===== src/focv2d_pkg.sv =====
// Shared types and constants for the voltage-to-duty pipeline.
// No dependencies; imported by every module of the block.
package focv2d_pkg;

  // One request: q-axis command and electrical angle
  typedef struct packed {
    logic signed [15:0] uq_voltage;
    logic signed [23:0] angle;
  } req_t;

  // One result: three phase duties
  typedef struct packed {
    logic [7:0] duty_a;
    logic [7:0] duty_b;
    logic [7:0] duty_c;
  } res_t;

  // Angle constants, Q16 radians
  localparam int TWO_PI   = 411775;
  localparam int PI       = 205887;
  localparam int HALF_PI  = 102944;
  // Offset that makes any 24-bit angle positive, a whole number of turns
  localparam int WRAP_OFS = 21 * TWO_PI;
  // floor(2^32 / TWO_PI) for the turn-count estimate
  localparam int RECIP    = 10430;

  localparam int SQRT3    = 113512;
  localparam int CORDIC_K = 39797;
  localparam int STEPS    = 16;

  localparam int ZW = 20;  // angle residue width
  localparam int XW = 20;  // CORDIC vector width
  localparam int UW = 18;  // doubled, clamped command width

  // Travels with each request through the front stages
  typedef struct packed {
    logic                 vld;
    logic                 neg;
    logic signed [UW-1:0] uq2;
  } side_t;

  // Arctangent table, Q16 radians
  function automatic logic signed [ZW-1:0] atan_lut(input logic [3:0] i);
    logic signed [ZW-1:0] a;
    case (i)
      4'd0:    a = ZW'(51472);
      4'd1:    a = ZW'(30386);
      4'd2:    a = ZW'(16055);
      4'd3:    a = ZW'(8150);
      4'd4:    a = ZW'(4091);
      4'd5:    a = ZW'(2047);
      4'd6:    a = ZW'(1024);
      4'd7:    a = ZW'(512);
      4'd8:    a = ZW'(256);
      4'd9:    a = ZW'(128);
      4'd10:   a = ZW'(64);
      4'd11:   a = ZW'(32);
      4'd12:   a = ZW'(16);
      4'd13:   a = ZW'(8);
      4'd14:   a = ZW'(4);
      default: a = ZW'(2);
    endcase
    return a;
  endfunction

endpackage


===== src/focv2d_cordic.sv =====
// Rotation CORDIC, one iteration per register stage, gives sin and cos.
// Depends on focv2d_pkg for the arctangent table and widths.
module focv2d_cordic import focv2d_pkg::*; (
  input  logic                 clk,
  input  logic                 rst,
  input  logic signed [ZW-1:0] z_in,
  input  side_t                side_in,
  output logic signed [XW-1:0] sin_out,
  output logic signed [XW-1:0] cos_out,
  output side_t                side_out
);

  logic signed [XW-1:0] xp [0:STEPS];
  logic signed [XW-1:0] yp [0:STEPS];
  logic signed [ZW-1:0] zp [0:STEPS];
  side_t                sp [0:STEPS];

  assign xp[0] = XW'(CORDIC_K);
  assign yp[0] = '0;
  assign zp[0] = z_in;
  assign sp[0] = side_in;

  // One micro-rotation per stage
  for (genvar i = 0; i < STEPS; i++) begin : g_it
    logic signed [XW-1:0] dx, dy;
    logic signed [ZW-1:0] at;
    assign dx = yp[i] >>> i;
    assign dy = xp[i] >>> i;
    assign at = atan_lut(4'(i));

    always_ff @(posedge clk) begin
      if (zp[i] >= 0) begin
        xp[i+1] <= xp[i] - dx;
        yp[i+1] <= yp[i] + dy;
        zp[i+1] <= zp[i] - at;
      end else begin
        xp[i+1] <= xp[i] + dx;
        yp[i+1] <= yp[i] - dy;
        zp[i+1] <= zp[i] + at;
      end
      sp[i+1] <= '{vld: rst ? 1'b0 : sp[i].vld, neg: sp[i].neg, uq2: sp[i].uq2};
    end
  end

  // Undo the fold
  assign sin_out  = sp[STEPS].neg ? -yp[STEPS] : yp[STEPS];
  assign cos_out  = sp[STEPS].neg ? -xp[STEPS] : xp[STEPS];
  assign side_out = sp[STEPS];

endmodule


===== config.mk =====
export PLATFORM = sky130hd
export DESIGN_NAME = focv2d_cordic
export DESIGN_NICKNAME = d
export VERILOG_FILES = /design/src/focv2d_pkg.sv /design/src/focv2d_cordic.sv
export SDC_FILE = /design/constraint.sdc
export NUM_CORES = 2
export LEC_CHECK = 0
export BUFFER_PORTS_ARGS = -buffer_cell sky130_fd_sc_hd__buf_2
export CAP_MARGIN = 0
export CORE_MARGIN = 2
export CORE_UTILIZATION = 55
export CTS_BUF_LIST = sky130_fd_sc_hd__clkbuf_4 sky130_fd_sc_hd__clkbuf_8
export DETAILED_ROUTE_END_ITERATION = 16
export HOLD_SLACK_MARGIN = 0.05
export PLACE_DENSITY = 0.69
export SYNTH_ARGS = -nofsm -noshare
export SYNTH_HDL_FRONTEND = slang
export SYNTH_SLANG_ARGS = --single-unit

===== constraint.sdc =====
create_clock -name clk -period 10.3 [get_ports clk]
set_clock_uncertainty 0.15 [all_clocks]
set_input_delay 2.06 -clock clk [delete_from_list [all_inputs] [get_ports clk]]
set_output_delay 2.06 -clock clk [all_outputs]
set_load 0.05 [all_outputs]

==> run summary <==
- **Yosys warning count** 0
- **floorplan die width** 351 µm
- **Detailed Route WL** 143000 µm
- **Die Ht** 351 µm
- **count of vias placed by the detailed router** 51200
- **number of DRC violations after detailed-routing iteration 0** 2908
- **fraction of final layout cells sized beyond drive strength 1** 7.40%
- **total of cells resized after clock tree synthesis** 0
- **Die Outline Area** 123000 µm²
- **Clock transition at path regs** 60 ps
- **multi-input combinational cell area** 40600 µm²
- **Post-Route Setup TNS** 0 ps
- **total area of sequential cells** 23900 µm²
- **Hold Crit Endpoint** sp[130]
- **number of flops mapped to enable cells by yosys** 0
- **Placer Congestion** 0.886
- **number of endpoints failing setup at the final stage** 0
- **Setup crit start kind** flip-flop
- **reg-to-reg startpoint** zp[59]
- **via count normalized by instance count** 5.53
- **hold depth** 0
- **reg2reg path depth** 18
- **total half-perimeter wirelength after legalization and detailed placement** 112000 µm
- **sum of overflow across all layers after global routing** 0
- **instance count of the mapped netlist** 7242
- **Hold WC Path Type** flip-flop to flip-flop
- **buffer levels on the longest clock path** 3
- **clock insertion delay at the later pin of the skew report** 920 ps
- **clock tree from TritonCTS** done
- **DRT antenna net count** 0
- **slew margin rel.** 19.4%
- **global-route total usage across every layer** 23.2%
- **type of element capturing the critical path** flip-flop
- **register area share after synthesis** 36.1%
- **initial antenna violation count** 2
- **count of different cell masters after synthesis** 91
- **largest net degree at the start of global routing** 42
- **final-report hold violation count** 0
- **Post-CTS Setup Inserts** 0
- **share of the clock period used by the worst path after layout** 59.0%
- **routed length per instance** 15.5 µm
- **CP Data Arrival Time** 6700 ps
- **Filler Cell Count** 10500
- **Core Area** 120000 µm²
- **hold buffer count at cts** 0
- **Final Net Count** 8384
- **critical setup path kind** flip-flop to flip-flop
- **DRC errors left** 0
- **setup slack on the worst flop-to-flop path** 4220 ps
- **Hold Crit Start** sp[150]
- **Ports** 102
- **Primary FF master, synth** sky130_fd_sc_hd__dfxtp_1
- **sinks on the clock net** 1195
- **Max Transition Viols Final** 0
- **Syn Nets** 8158
- **final worst path period need** 6080 ps
- **number of buffers added by the clock tree synthesis step** 193
- **setup ws final** 4220 ps
- **number of global-route vias before repair** 49900
- **clock root buffer master** sky130_fd_sc_hd__clkbuf_8
- **status** finished clean
- **first-pass GRT wire length** 239000 µm
- **Layout Area Growth over Synthesis** 10.4%
- **endpoint of the most critical register-to-register path** g_it[15].dy[4]
- **required time of the critical path** 10920 ps
- **max-cap viol count** 0
- **deepest level of the CTS H-tree** 4
- **maximum net fanout on the critical path** 26
- **setup repair after global routing missed its margin** false
- **Max Clk Rate** 164 MHz
- **post-synthesis sequential element count** 1195
- **worst setup slack before clock tree synthesis** 4270 ps
- **average cell area after synthesis** 9.16 µm²
- **buffers added on ports** 101
- **# rows** 127
- **effective utilization at floorplan** 55.4%
- **first-pass iteration count of the detailed router** 6
- **pin slew with the least headroom to its limit** 1210 ps
- **post-synth design cell area** 66300 µm²
- **Async S/R FF share, synth** 0%
==> critical path, cell delays in order, from the launching register on <==
cell	delay (ps)
sky130_fd_sc_hd__dfxtp_1	350
sky130_fd_sc_hd__inv_1	80
sky130_fd_sc_hd__ha_1	180
sky130_fd_sc_hd__nor4b_1	140
sky130_fd_sc_hd__nand4_1	60
sky130_fd_sc_hd__nor4_1	70
sky130_fd_sc_hd__nor2_2	870
sky130_fd_sc_hd__clkinv_1	1070
sky130_fd_sc_hd__mux2i_1	560
sky130_fd_sc_hd__ha_1	300
sky130_fd_sc_hd__nor2b_1	130
sky130_fd_sc_hd__o21a_1	170
sky130_fd_sc_hd__o31ai_1	280
sky130_fd_sc_hd__o2bb2ai_1	230
sky130_fd_sc_hd__o21ai_0	230
sky130_fd_sc_hd__nor4b_1	430
sky130_fd_sc_hd__o31ai_1	170
sky130_fd_sc_hd__o41ai_1	340
sky130_fd_sc_hd__xnor2_1	120
==> per-stage QoR <==
step / util, % / area [µm²] / std cells / hold slack, ps
after floorplan: - / 66300 / 7242 / 160
after CTS: 61.2 / 73300 / 9246 / 173
after global placement: 57.3 / 68600 / 8885 / 160
after detailed placement: 57.3 / 68600 / 8885 / 162
final: 61.2 / 73300 / 9249 / 163
after global routing: 61.2 / 73300 / 9249 / 177
==> how the worst max path moves through the flow <==
stage | cells after the start | to | startpoint
final | 18 | g_it[15].dy[4] | zp[59]
after global routing | 18 | g_it[15].dy[4] | zp[59]
after detailed placement | 18 | g_it[15].dy[4] | zp[59]
after floorplan | 17 | zp[316] | z_in[19]
after CTS | 7 | sin_out[17] | yp[6]
after global placement | 18 | g_it[15].dy[4] | zp[59]
==> kinds of logic (layout without fill, tap and decap cells) <==
logic type	Yosys count	in the layout	synth area share, %
other	1	4	0.00565
adder cells (fa/ha/maj)	874	874	17.0
XOR/XNOR	919	919	12.1
AO/OA/AOI/OAI	1707	1707	16.4
multiplexers	58	58	0.930
buffers and inverters	478	870	2.84
AND/OR/NAND/NOR	2010	2010	14.6
flip-flops	1195	1195	36.1
==> cell usage in the layout, fill, tap and decap left out, types with 245 or more instances in the layout <==
cell type and instances:
sky130_fd_sc_hd__a21oi_1 551, sky130_fd_sc_hd__nor2_1 619, sky130_fd_sc_hd__xor2_1 252, sky130_fd_sc_hd__dfxtp_1 1195, sky130_fd_sc_hd__inv_1 383, sky130_fd_sc_hd__nand2_1 416
sky130_fd_sc_hd__o21ai_0 347, sky130_fd_sc_hd__xnor2_1 666, sky130_fd_sc_hd__clkbuf_8 245, sky130_fd_sc_hd__ha_1 829
==> flip-flops by register name (all words and copies together) (netlist names) <==
register / flops
side_out: 20
sp: 300
g_it.dy: 154
g_it.dx: 163
xp: 139
zp: 281
yp: 138
==> synth_stat cells, types with 27 or more instances <==
| master | number | area share [%] |
|---|---|---|
| sky130_fd_sc_hd__nor2b_1 | 110 | 1.0 |
| sky130_fd_sc_hd__o21ai_0 | 348 | 2.6 |
| sky130_fd_sc_hd__a31oi_1 | 41 | 0.39 |
| sky130_fd_sc_hd__mux2i_1 | 38 | 0.57 |
| sky130_fd_sc_hd__clkbuf_1 | 52 | 0.29 |
| sky130_fd_sc_hd__nand2_1 | 416 | 2.4 |
| sky130_fd_sc_hd__nor2_1 | 624 | 3.5 |
| sky130_fd_sc_hd__and3_1 | 87 | 0.82 |
| sky130_fd_sc_hd__nand2b_1 | 66 | 0.62 |
| sky130_fd_sc_hd__o21a_1 | 96 | 1.1 |
| sky130_fd_sc_hd__and2_1 | 40 | 0.38 |
| sky130_fd_sc_hd__o31ai_1 | 78 | 0.88 |
| sky130_fd_sc_hd__dfxtp_1 | 1195 | 36 |
| sky130_fd_sc_hd__a21o_1 | 141 | 1.6 |
| sky130_fd_sc_hd__xnor2_1 | 666 | 8.8 |
| sky130_fd_sc_hd__inv_1 | 383 | 2.2 |
| sky130_fd_sc_hd__a211oi_1 | 66 | 0.75 |
| sky130_fd_sc_hd__o211ai_1 | 27 | 0.31 |
| sky130_fd_sc_hd__or4_1 | 28 | 0.32 |
| sky130_fd_sc_hd__o21bai_1 | 100 | 1.1 |
| sky130_fd_sc_hd__o41ai_1 | 42 | 0.55 |
| sky130_fd_sc_hd__a21oi_1 | 551 | 4.2 |
| sky130_fd_sc_hd__nor4_1 | 86 | 0.81 |
| sky130_fd_sc_hd__ha_1 | 829 | 16 |
| sky130_fd_sc_hd__xor2_1 | 252 | 3.3 |
| sky130_fd_sc_hd__or3_1 | 93 | 0.88 |
| sky130_fd_sc_hd__fa_1 | 45 | 1.4 |
| sky130_fd_sc_hd__a21boi_0 | 36 | 0.41 |
| sky130_fd_sc_hd__nand3_1 | 143 | 1.1 |
| sky130_fd_sc_hd__nor3_1 | 215 | 1.6 |
==> metal layers <==
layer  global-route usage [%]  vias up  routed length [µm]
li1                         -    26200                   -
met1                     28.4    23700               64100
met2                     41.1     1000               69100
met3                     3.60      274                5890
met4                     7.90        0                3860
met5                        0        -                   0
==> layout make-up <==
class | instances | share of cell area, %
sequential | 1195 | 32.6
clock inverter | 73 | 1.33
tap | 1612 | 2.75
multi-input combinational | 5569 | 55.3
timing repair buffer | 120 | 0.885
inverter | 389 | 1.99
clock buffer | 288 | 5.04
antenna | 3 | 0.0102
Power is not shown: default switching activity piles up to over one toggle a cycle in this logic, so the estimate is an artifact.
