--- src/focv2d_pkg.sv ---
// Shared types and constants for the voltage-to-duty pipeline.
// No dependencies; imported by every module of the block.
package focv2d_pkg;

  // One request: q-axis command and electrical angle
  typedef struct packed {
    logic signed [15:0] uq_voltage;
    logic signed [23:0] angle;
  } req_t;

  // One result: three phase duties
  typedef struct packed {
    logic [7:0] duty_a;
    logic [7:0] duty_b;
    logic [7:0] duty_c;
  } res_t;

  // Angle constants, Q16 radians
  localparam int TWO_PI   = 411775;
  localparam int PI       = 205887;
  localparam int HALF_PI  = 102944;
  // Offset that makes any 24-bit angle positive, a whole number of turns
  localparam int WRAP_OFS = 21 * TWO_PI;
  // floor(2^32 / TWO_PI) for the turn-count estimate
  localparam int RECIP    = 10430;

  localparam int SQRT3    = 113512;
  localparam int CORDIC_K = 39797;
  localparam int STEPS    = 16;

  localparam int ZW = 20;  // angle residue width
  localparam int XW = 20;  // CORDIC vector width
  localparam int UW = 18;  // doubled, clamped command width

  // Travels with each request through the front stages
  typedef struct packed {
    logic                 vld;
    logic                 neg;
    logic signed [UW-1:0] uq2;
  } side_t;

  // Arctangent table, Q16 radians
  function automatic logic signed [ZW-1:0] atan_lut(input logic [3:0] i);
    logic signed [ZW-1:0] a;
    case (i)
      4'd0:    a = ZW'(51472);
      4'd1:    a = ZW'(30386);
      4'd2:    a = ZW'(16055);
      4'd3:    a = ZW'(8150);
      4'd4:    a = ZW'(4091);
      4'd5:    a = ZW'(2047);
      4'd6:    a = ZW'(1024);
      4'd7:    a = ZW'(512);
      4'd8:    a = ZW'(256);
      4'd9:    a = ZW'(128);
      4'd10:   a = ZW'(64);
      4'd11:   a = ZW'(32);
      4'd12:   a = ZW'(16);
      4'd13:   a = ZW'(8);
      4'd14:   a = ZW'(4);
      default: a = ZW'(2);
    endcase
    return a;
  endfunction

endpackage

--- src/focv2d_wrap.sv ---
// Front end: command clamp and angle wrap into [-pi/2, pi/2] with fold flag.
// Depends on focv2d_pkg. Three register stages.
module focv2d_wrap import focv2d_pkg::*; (
  input  logic                 clk,
  input  logic                 rst,
  input  logic                 vld_in,
  input  req_t                 req,
  input  logic [15:0]          sup,
  output logic signed [ZW-1:0] z_out,
  output side_t                side_out
);

  // Stage 1: offset angle, estimate turn count, clamp command
  logic signed [25:0]   us;
  logic [24:0]          u_c;
  logic [38:0]          prod;
  logic signed [UW-1:0] uq2_raw, sup_s, uq2_c;

  assign us      = 26'(req.angle) + 26'(WRAP_OFS);
  assign u_c     = us[24:0];
  assign prod    = 39'(u_c) * 39'(RECIP);
  assign uq2_raw = {req.uq_voltage[15], req.uq_voltage, 1'b0};
  assign sup_s   = {2'b00, sup};

  always_comb begin
    uq2_c = uq2_raw;
    if (uq2_raw > sup_s) uq2_c = sup_s;
    if (uq2_raw < -sup_s) uq2_c = -sup_s;
  end

  logic [24:0] u1;
  logic [5:0]  q1;
  side_t       s1;

  always_ff @(posedge clk) begin
    u1 <= u_c;
    q1 <= prod[37:32];
    s1 <= '{vld: rst ? 1'b0 : vld_in, neg: 1'b0, uq2: uq2_c};
  end

  // Stage 2: remainder, may still be one turn high
  logic [24:0] r_c;
  logic [19:0] r2;
  side_t       s2;

  assign r_c = u1 - 25'(25'(q1) * 25'(TWO_PI));

  always_ff @(posedge clk) begin
    r2 <= r_c[19:0];
    s2 <= '{vld: rst ? 1'b0 : s1.vld, neg: s1.neg, uq2: s1.uq2};
  end

  // Stage 3: final correction, move to [-pi, pi), fold into +/- pi/2
  logic [19:0]        r_m;
  logic signed [20:0] rs, rf;
  logic               neg_c;

  always_comb begin
    r_m = (r2 >= 20'(TWO_PI)) ? r2 - 20'(TWO_PI) : r2;
    rs  = 21'(r_m);
    if (rs >= 21'(PI)) rs = rs - 21'(TWO_PI);
    rf    = rs;
    neg_c = 1'b0;
    if (rs > 21'(HALF_PI)) begin
      rf    = rs - 21'(PI);
      neg_c = 1'b1;
    end else if (rs < -21'(HALF_PI)) begin
      rf    = rs + 21'(PI);
      neg_c = 1'b1;
    end
  end

  always_ff @(posedge clk) begin
    z_out    <= rf[ZW-1:0];
    side_out <= '{vld: rst ? 1'b0 : s2.vld, neg: neg_c, uq2: s2.uq2};
  end

endmodule

--- config.mk ---
export PLATFORM = sky130hd
export DESIGN_NAME = focv2d_wrap
export DESIGN_NICKNAME = d
export VERILOG_FILES = /design/src/focv2d_pkg.sv /design/src/focv2d_wrap.sv
export SDC_FILE = /design/constraint.sdc
export NUM_CORES = 1
export LEC_CHECK = 0
export BUFFER_PORTS_ARGS = -buffer_cell sky130_fd_sc_hd__buf_2
export CORE_ASPECT_RATIO = 1.4
export CORE_MARGIN = 3
export CORE_UTILIZATION = 55
export CTS_BUF_LIST = sky130_fd_sc_hd__clkbuf_8
export DETAILED_ROUTE_END_ITERATION = 10
export PLACE_DENSITY = 0.73
export SYNTH_ARGS = -nofsm -noshare
export SYNTH_HDL_FRONTEND = slang
export SYNTH_SLANG_ARGS = --single-unit
--- constraint.sdc ---
create_clock -name clk -period 15 [get_ports clk]
set_input_delay 1.5 -clock clk [delete_from_list [all_inputs] [get_ports clk]]
set_output_delay 1.5 -clock clk [all_outputs]
set_load 0.05 [all_outputs]
==> out/results.tsv, run 1 <==
stage	metric	value	unit
global_routing	met3 Usage GRT	3.37	%
synthesis	YS warnings	0	
final_layout	FILL cells	2329	
status	status	finished clean	
die	Initial Util	56.2	%
global_routing	met2 GRT Util	44.1	%
placement	GPL Wtd Cong	0.925	
sta	Slew Viols, Final	0	
die	Die ar.	29700	um2
route	vias	11600	
sta	Slew @ Worst Pin	1.17	ns
final_layout	area grow syn2layout	7.60	%
route	wire per inst	15.7	um
synthesis	cell taking the most area after synthesis	fa_1	
final_layout	layout cells sized above 1	11.5	%
synthesis	Seq/Total Area, Yosys	16.3	%
sta	final period utilization	59.3	%
final_layout	Multi-input gate area	11100	um2
synthesis	Unique masters post-synth	99	
die	Die W	147	um
synthesis	Post-synth EDFFs	0	
clock_tree	H-tree levels	4	
synthesis	post-synthesis mux area share	1.89	%
final_layout	final core area utilization	60.4	%
global_routing	number of global-route vias before repair	11900	
sta	highest clock rate	112	MHz
route	via/cell ratio	5.41	
route	1st-iter DRT viols	611	
clock_tree	Post-CTS Hold Fix Bufs	0	
synthesis	Async SR Flop Fraction	0	%
sta	endpoints failing setup	0	
synthesis	Synth Area in XOR/XNOR	8.39	%
clock_tree	setup bufs post-CTS	0	
global_routing	largest net degree at the start of global routing	24	
global_routing	All-Layer GR Usage	23.1	%
clock_tree	clk sinks	124	
synthesis	largest family of logic cells by synthesized area	adder cells	
route	drc violations	0	
synthesis	Post-Synth Simple-Gate Area	11.6	%
sta	unrepaired setup endpoints after global routing	no	
critical_path	Crit. End Element	flop	
die	Ports	99	
sta	Final Skew	0.0172	ns
critical_path	crit path kind	input pin to flop	
synthesis	cells after synthesis	1691	
final_layout	final net count	2187	
synthesis	adder-cell share of the synthesized area	36.3	%
global_routing	initial antenna violation count	0	
min_path	Hold WC Path Type	flop to flop	
clock_tree	clk slew on worst S/H paths	0.08	ns
clock_tree	TritonCTS clock tree	yes	
final_layout	Reg area	2480	um2
critical_path	most frequent CP cell	inv_1	
die	Die Y	203	um
placement	port bufs	98	
final_layout	ANT cells	0	
synthesis	syn avg cell area	9.00	um2
critical_path	worst reg2reg path depth	21	
clock_tree	post_cts resized	0	
synthesis	largest cells by area after synthesis	fa_1, ha_1, dfxtp_1	
global_routing	Overflow after GRT	0	
die	# rows	71	
critical_path	crit path launch type	input pin	
synthesis	synthesized cell area	15200	um2
synthesis	FF+latch count, synth	124	
clock_tree	Clk Tree Root Cell	clkbuf_8	
critical_path	slowest stage delay, CP	0.55	ns
route	Post-DRT Antenna Nets	0	
sta	minimum clock period	8.89	ns
synthesis	share of the synthesized area in the top cell type	18.8	%
synthesis	Syn Nets	2106	
clock_tree	Clock Tree Buf Depth	2	
clock_tree	CTS Buf Count	17	
critical_path	Crit path required time	15.36	ns
global_routing	GRT Max-Usage Layer	met2	
placement	pre-CTS setup slack	5.58	ns
sta	Setup TNS Final	0	ns
critical_path	CP arrival	9.25	ns
route	DRT Pass-1 Iters	5	
placement	HPWL after DPL	28700	um
route	wirelength, routed	33700	um
die	Core Area	27100	um2
sta	Relative slew margins	21.7	%
synthesis	Synth Area in Compound Gates	14.7	%
sta	Final Hold Fails	0	
flow_run	number of max-cap violations	0	
sta	Final WS setup	6.11	ns
critical_path	crit-path max FO	6	
global_routing	GR Util met1	25.0	%
global_routing	first-pass GRT wire length	56100	um
clock_tree	Clock Latency Late Sink	0.48	ns
critical_path	Slowest-stage cell, CP	nor3b_1	
synthesis	Synth Flop Type	dfxtp_1	
min_path	Hold Crit Depth	0	
worst max-delay path, delay by kind of cell:
| family | cells | cell delay, ns |
|---|---|---|
| buffers and inverters | 7 | 0.63 |
| XOR/XNOR | 1 | 0.54 |
| AO/OA/AOI/OAI | 9 | 2.35 |
| AND/OR/NAND/NOR | 5 | 1.16 |
| adder cells (fa/ha/maj) | 7 | 3.06 |
synthesized netlist by cell type, drive strengths merged (8+ instances only):
cell	n
nand3b	9
nand4	31
or2	10
and3	16
xnor2	101
a31oi	9
o31ai	9
a21boi	11
ha	213
nor2b	11
o211ai	17
mux2i	13
nand2	71
o221a	14
a211oi	8
nor4	9
o21ai	54
nand2b	15
nand3	31
o21a	27
a21oi	55
dfxtp	124
xor2	40
nor2	63
mux2	14
buf	24
and2	9
inv	377
clkbuf	16
nor3	23
a21o	15
fa	143
o22ai	8
or3	12
cells in the final DEF, fill, tap and decap left out, types with 14 or more instances in the layout:
cell type and count:
xor2_1 40, ha_1 213, nor2_1 62, a21oi_1 49, o21a_1 27, inv_1 377, clkbuf_8 18, nand4_1 31
nand2b_1 15, dfxtp_1 124, xnor2_1 100, buf_2 98, fa_1 143, a21o_1 14, o21ai_0 45, o211ai_1 16
and3_1 16, nor3_1 20, mux2_2 14, nand3_1 30, nand2_1 70
area by class of cell:
type	instances	area share [%]
clock buffer	18	1.51
clock inverter	14	0.970
inverter	377	8.64
multi-input combinational	1150	67.7
sequential	124	15.2
tap	365	2.79
timing repair buffer	102	3.18
cells by family after synthesis:
kind of cell,after synthesis
flops,124
fa+ha+maj,356
compound gates,297
simple gates,328
mux,27
buf+inv,417
xor+xnor,142
layer usage:
metal,up-vias,share of wire (%)
li1,5790,-
met1,5528,38
met2,230,55
met3,92,2.9
met4,0,4.0
met5,-,0
through the flow:
stage | instances | instance area, um2 | hold slack (ns)
finish | 2150 | 16400 | 0.328
global route | 2150 | 16400 | 0.335
CTS | 2150 | 16400 | 0.324
detailed placement | 2118 | 16000 | 0.312
global placement | 2118 | 16000 | 0.310
floorplan | 1691 | 15200 | 0.310
sequential cells by signal, indices dropped and copies added, names as in the netlist:
| signal | cells |
|---|---|
| q1 | 6 |
| r2 | 20 |
| s1 | 19 |
| s2 | 19 |
| side_out | 20 |
| u1 | 20 |
| z_out | 20 |
worst paths after layout:
| check | slack [ns] | endpoint | startpoint |
|---|---|---|---|
| worst min register to register | 0.33 | side_out[14] | s2[14] |
| worst min-delay path | 0.33 | side_out[14] | s2[14] |
| worst max-delay path | 6.11 | q1[5] | req[1] |
| worst max register to register | 7.83 | z_out[5] | r2[3] |
Power of run 1 is left out: the tool's default activity adds up to more than one toggle a clock period on the data nets, which glitch-free logic cannot reach.
==> inputs of run 2 (changes only) <==
--- a/config.mk
+++ b/config.mk
@@ -11,7 +11,7 @@
 export CORE_UTILIZATION = 55
 export CTS_BUF_LIST = sky130_fd_sc_hd__clkbuf_8
 export DETAILED_ROUTE_END_ITERATION = 10
-export PLACE_DENSITY = 0.73
+export PLACE_DENSITY = 0.76
 export SYNTH_ARGS = -nofsm -noshare
 export SYNTH_HDL_FRONTEND = slang
 export SYNTH_SLANG_ARGS = --single-unit
==> constraint.sdc (replaced) <==
create_clock -name clk -period 7.85 [get_ports clk]
set_input_delay 0.785 -clock clk [delete_from_list [all_inputs] [get_ports clk]]
set_output_delay 0.785 -clock clk [all_outputs]
set_load 0.05 [all_outputs]
==> run 2 against run 1 <==
Compared with the run above:
- via count up 1.5%
- critical path type unchanged
- core utilization up 1.1 points
- final area up 1.8%
- clock skew down 0.0098 ns
- critical path depth unchanged
- hold slack worse by 0.0016 ns
- clock-buffer cell count up 1
- critical endpoint unchanged
- register-to-register slack worse by 6.8 ns
==> out/results.tsv, run 2 (synthesized netlist as in run 1, its figures left out) <==
stage	metric	value	unit	change
global_routing	Overflow after GRT	0		unchanged
sta	Hold Slack	0.326	ns	-0.00157 ns
sta	Slew @ Worst Pin	1.14	ns	-0.0303 ns
clock_tree	Clock Latency Late Sink	0.47	ns	about the same
critical_path	most frequent CP cell	inv_1		
global_routing	largest net degree at the start of global routing	24		unchanged
final_layout	final net count	2225		+1.7%
route	via/cell ratio	5.40		-0.33%
global_routing	number of global-route vias before repair	12000		+0.54%
critical_path	crit-path max FO	4		-2
final_layout	leading cell types in the layout, fill and taps excluded	inv_1, ha_1, fa_1, dfxtp_1, xnor2_1		
die	Ports	99		unchanged
die	# rows	71		unchanged
clock_tree	TritonCTS clock tree	yes		
sta	Relative slew margins	23.7	%	+2.0 points
global_routing	initial antenna violation count	1		+1
final_layout	layout cells sized above 1	13.5	%	+2.0 points
clock_tree	Clock Tree Buf Depth	2		unchanged
sta	Slew Viols, Final	0		unchanged
sta	highest clock rate	136	MHz	
sta	minimum clock period	7.37	ns	
route	wire per inst	15.2	um	-2.8%
clock_tree	H-tree levels	4		unchanged
placement	GPL Wtd Cong	0.920		-0.52%
critical_path	slowest stage delay, CP	0.53	ns	-0.02 ns
sta	Final Hold Fails	0		unchanged
status	status	finished clean		
clock_tree	CTS Buf Count	17		unchanged
clock_tree	clk slew on worst S/H paths	0.08	ns	about the same
sta	endpoints failing setup	0		unchanged
clock_tree	clk sinks	124		unchanged
sta	Final Skew	0.00739	ns	-0.00982 ns
route	DRT Pass-1 Iters	5		unchanged
global_routing	first-pass GRT wire length	55200	um	-1.6%
die	Die ar.	29700	um2	unchanged
critical_path	crit path launch type	input pin		
critical_path	Slowest-stage cell, CP	fa_1		
critical_path	crit path kind	input pin to flop		
die	Die W	147	um	unchanged
flow_run	number of max-cap violations	0		unchanged
route	wirelength, routed	33300	um	-1.0%
critical_path	Crit path required time	8.21	ns	-7.15 ns
sta	final period utilization	93.8	%	
sta	unrepaired setup endpoints after global routing	no		
final_layout	area grow syn2layout	9.50	%	
min_path	Hold WC Path Type	flop to flop		
final_layout	fin cells	2189		+1.8%
global_routing	All-Layer GR Usage	22.5	%	-0.68 points
route	drc violations	0		unchanged
route	Post-DRT Antenna Nets	0		unchanged
placement	HPWL after DPL	28500	um	-0.80%
die	Die Y	203	um	unchanged
route	vias	11800		+1.5%
die	Core Area	27100	um2	unchanged
placement	Cell Count Post-Placement	2156		+1.8%
final_layout	commonest non-fill, non-tap cell in the layout	inv_1		
placement	port bufs	98		unchanged
critical_path	Crit. End Element	flop		
clock_tree	Clk Tree Root Cell	clkbuf_8		
clock_tree	Post-CTS Hold Fix Bufs	0		unchanged
die	Initial Util	56.2	%	unchanged
route	1st-iter DRT viols	589		-3.6%
critical_path	CP arrival	7.72	ns	-1.53 ns
[run 2: cell type report]
type / instances / area [um2]
diodes: 1 / 2.50
clock buffers: 19 / 262
clock inverters: 13 / 131
fillers: 2254 / 10400
inverters: 377 / 1420
multi-input cells: 1150 / 11100
flip-flops and latches: 124 / 2480
well taps: 365 / 457
repair buffers: 140 / 806
[run 2: layer usage]
layer | track usage (%) | part of all wire [%] | up-vias
li1 | - | - | 5849
met1 | 24.0 | 39 | 5695
met2 | 44.2 | 55 | 201
met3 | 2.88 | 2.5 | 67
met4 | 8.64 | 3.4 | 0
met5 | 0 | 0 | -
[run 2: final timing paths]
kind	slack [ns]	from	depth (start not counted)	end
worst max register to register	1.05	r2[0]	20	z_out[5]
worst min-delay path	0.33	s2[14]	0	side_out[14]
worst max-delay path	0.48	req[1]	29	q1[5]
worst min register to register	0.33	s2[14]	0	side_out[14]
[run 2: critical path: cells and delay by family]
| kind | cells | cell delay [ns] |
|---|---|---|
| adders and majority gates | 7 | 3.01 |
| AOI/OAI and AO/OA | 9 | 2.25 |
| and+or+nand+nor | 5 | 0.93 |
| buffers and inverters | 7 | 0.45 |
| xor gates and xnor gates | 1 | 0.30 |
[run 2: stage by stage]
step / area, um2 / TNS (ns) / setup slack (ns) / utilization (%)
detailed placement: 16300 / -0.364 / -0.255 / 60.0
global placement: 16300 / -0.0971 / -0.0971 / 60.0
floorplan: 15200 / 0 / 0.369 / -
CTS: 16600 / 0 / 0.205 / 61.4
global route: 16700 / 0 / 0.00346 / 61.5
finish: 16700 / 0 / 0.485 / 61.5
[run 2: what timing repair did]
item	4_1_cts	5_1_grt
resized for setup	0	4
buffers inserted	0	0
setup endpoints to repair	0	3
Power of run 2 is left out for the same reason.
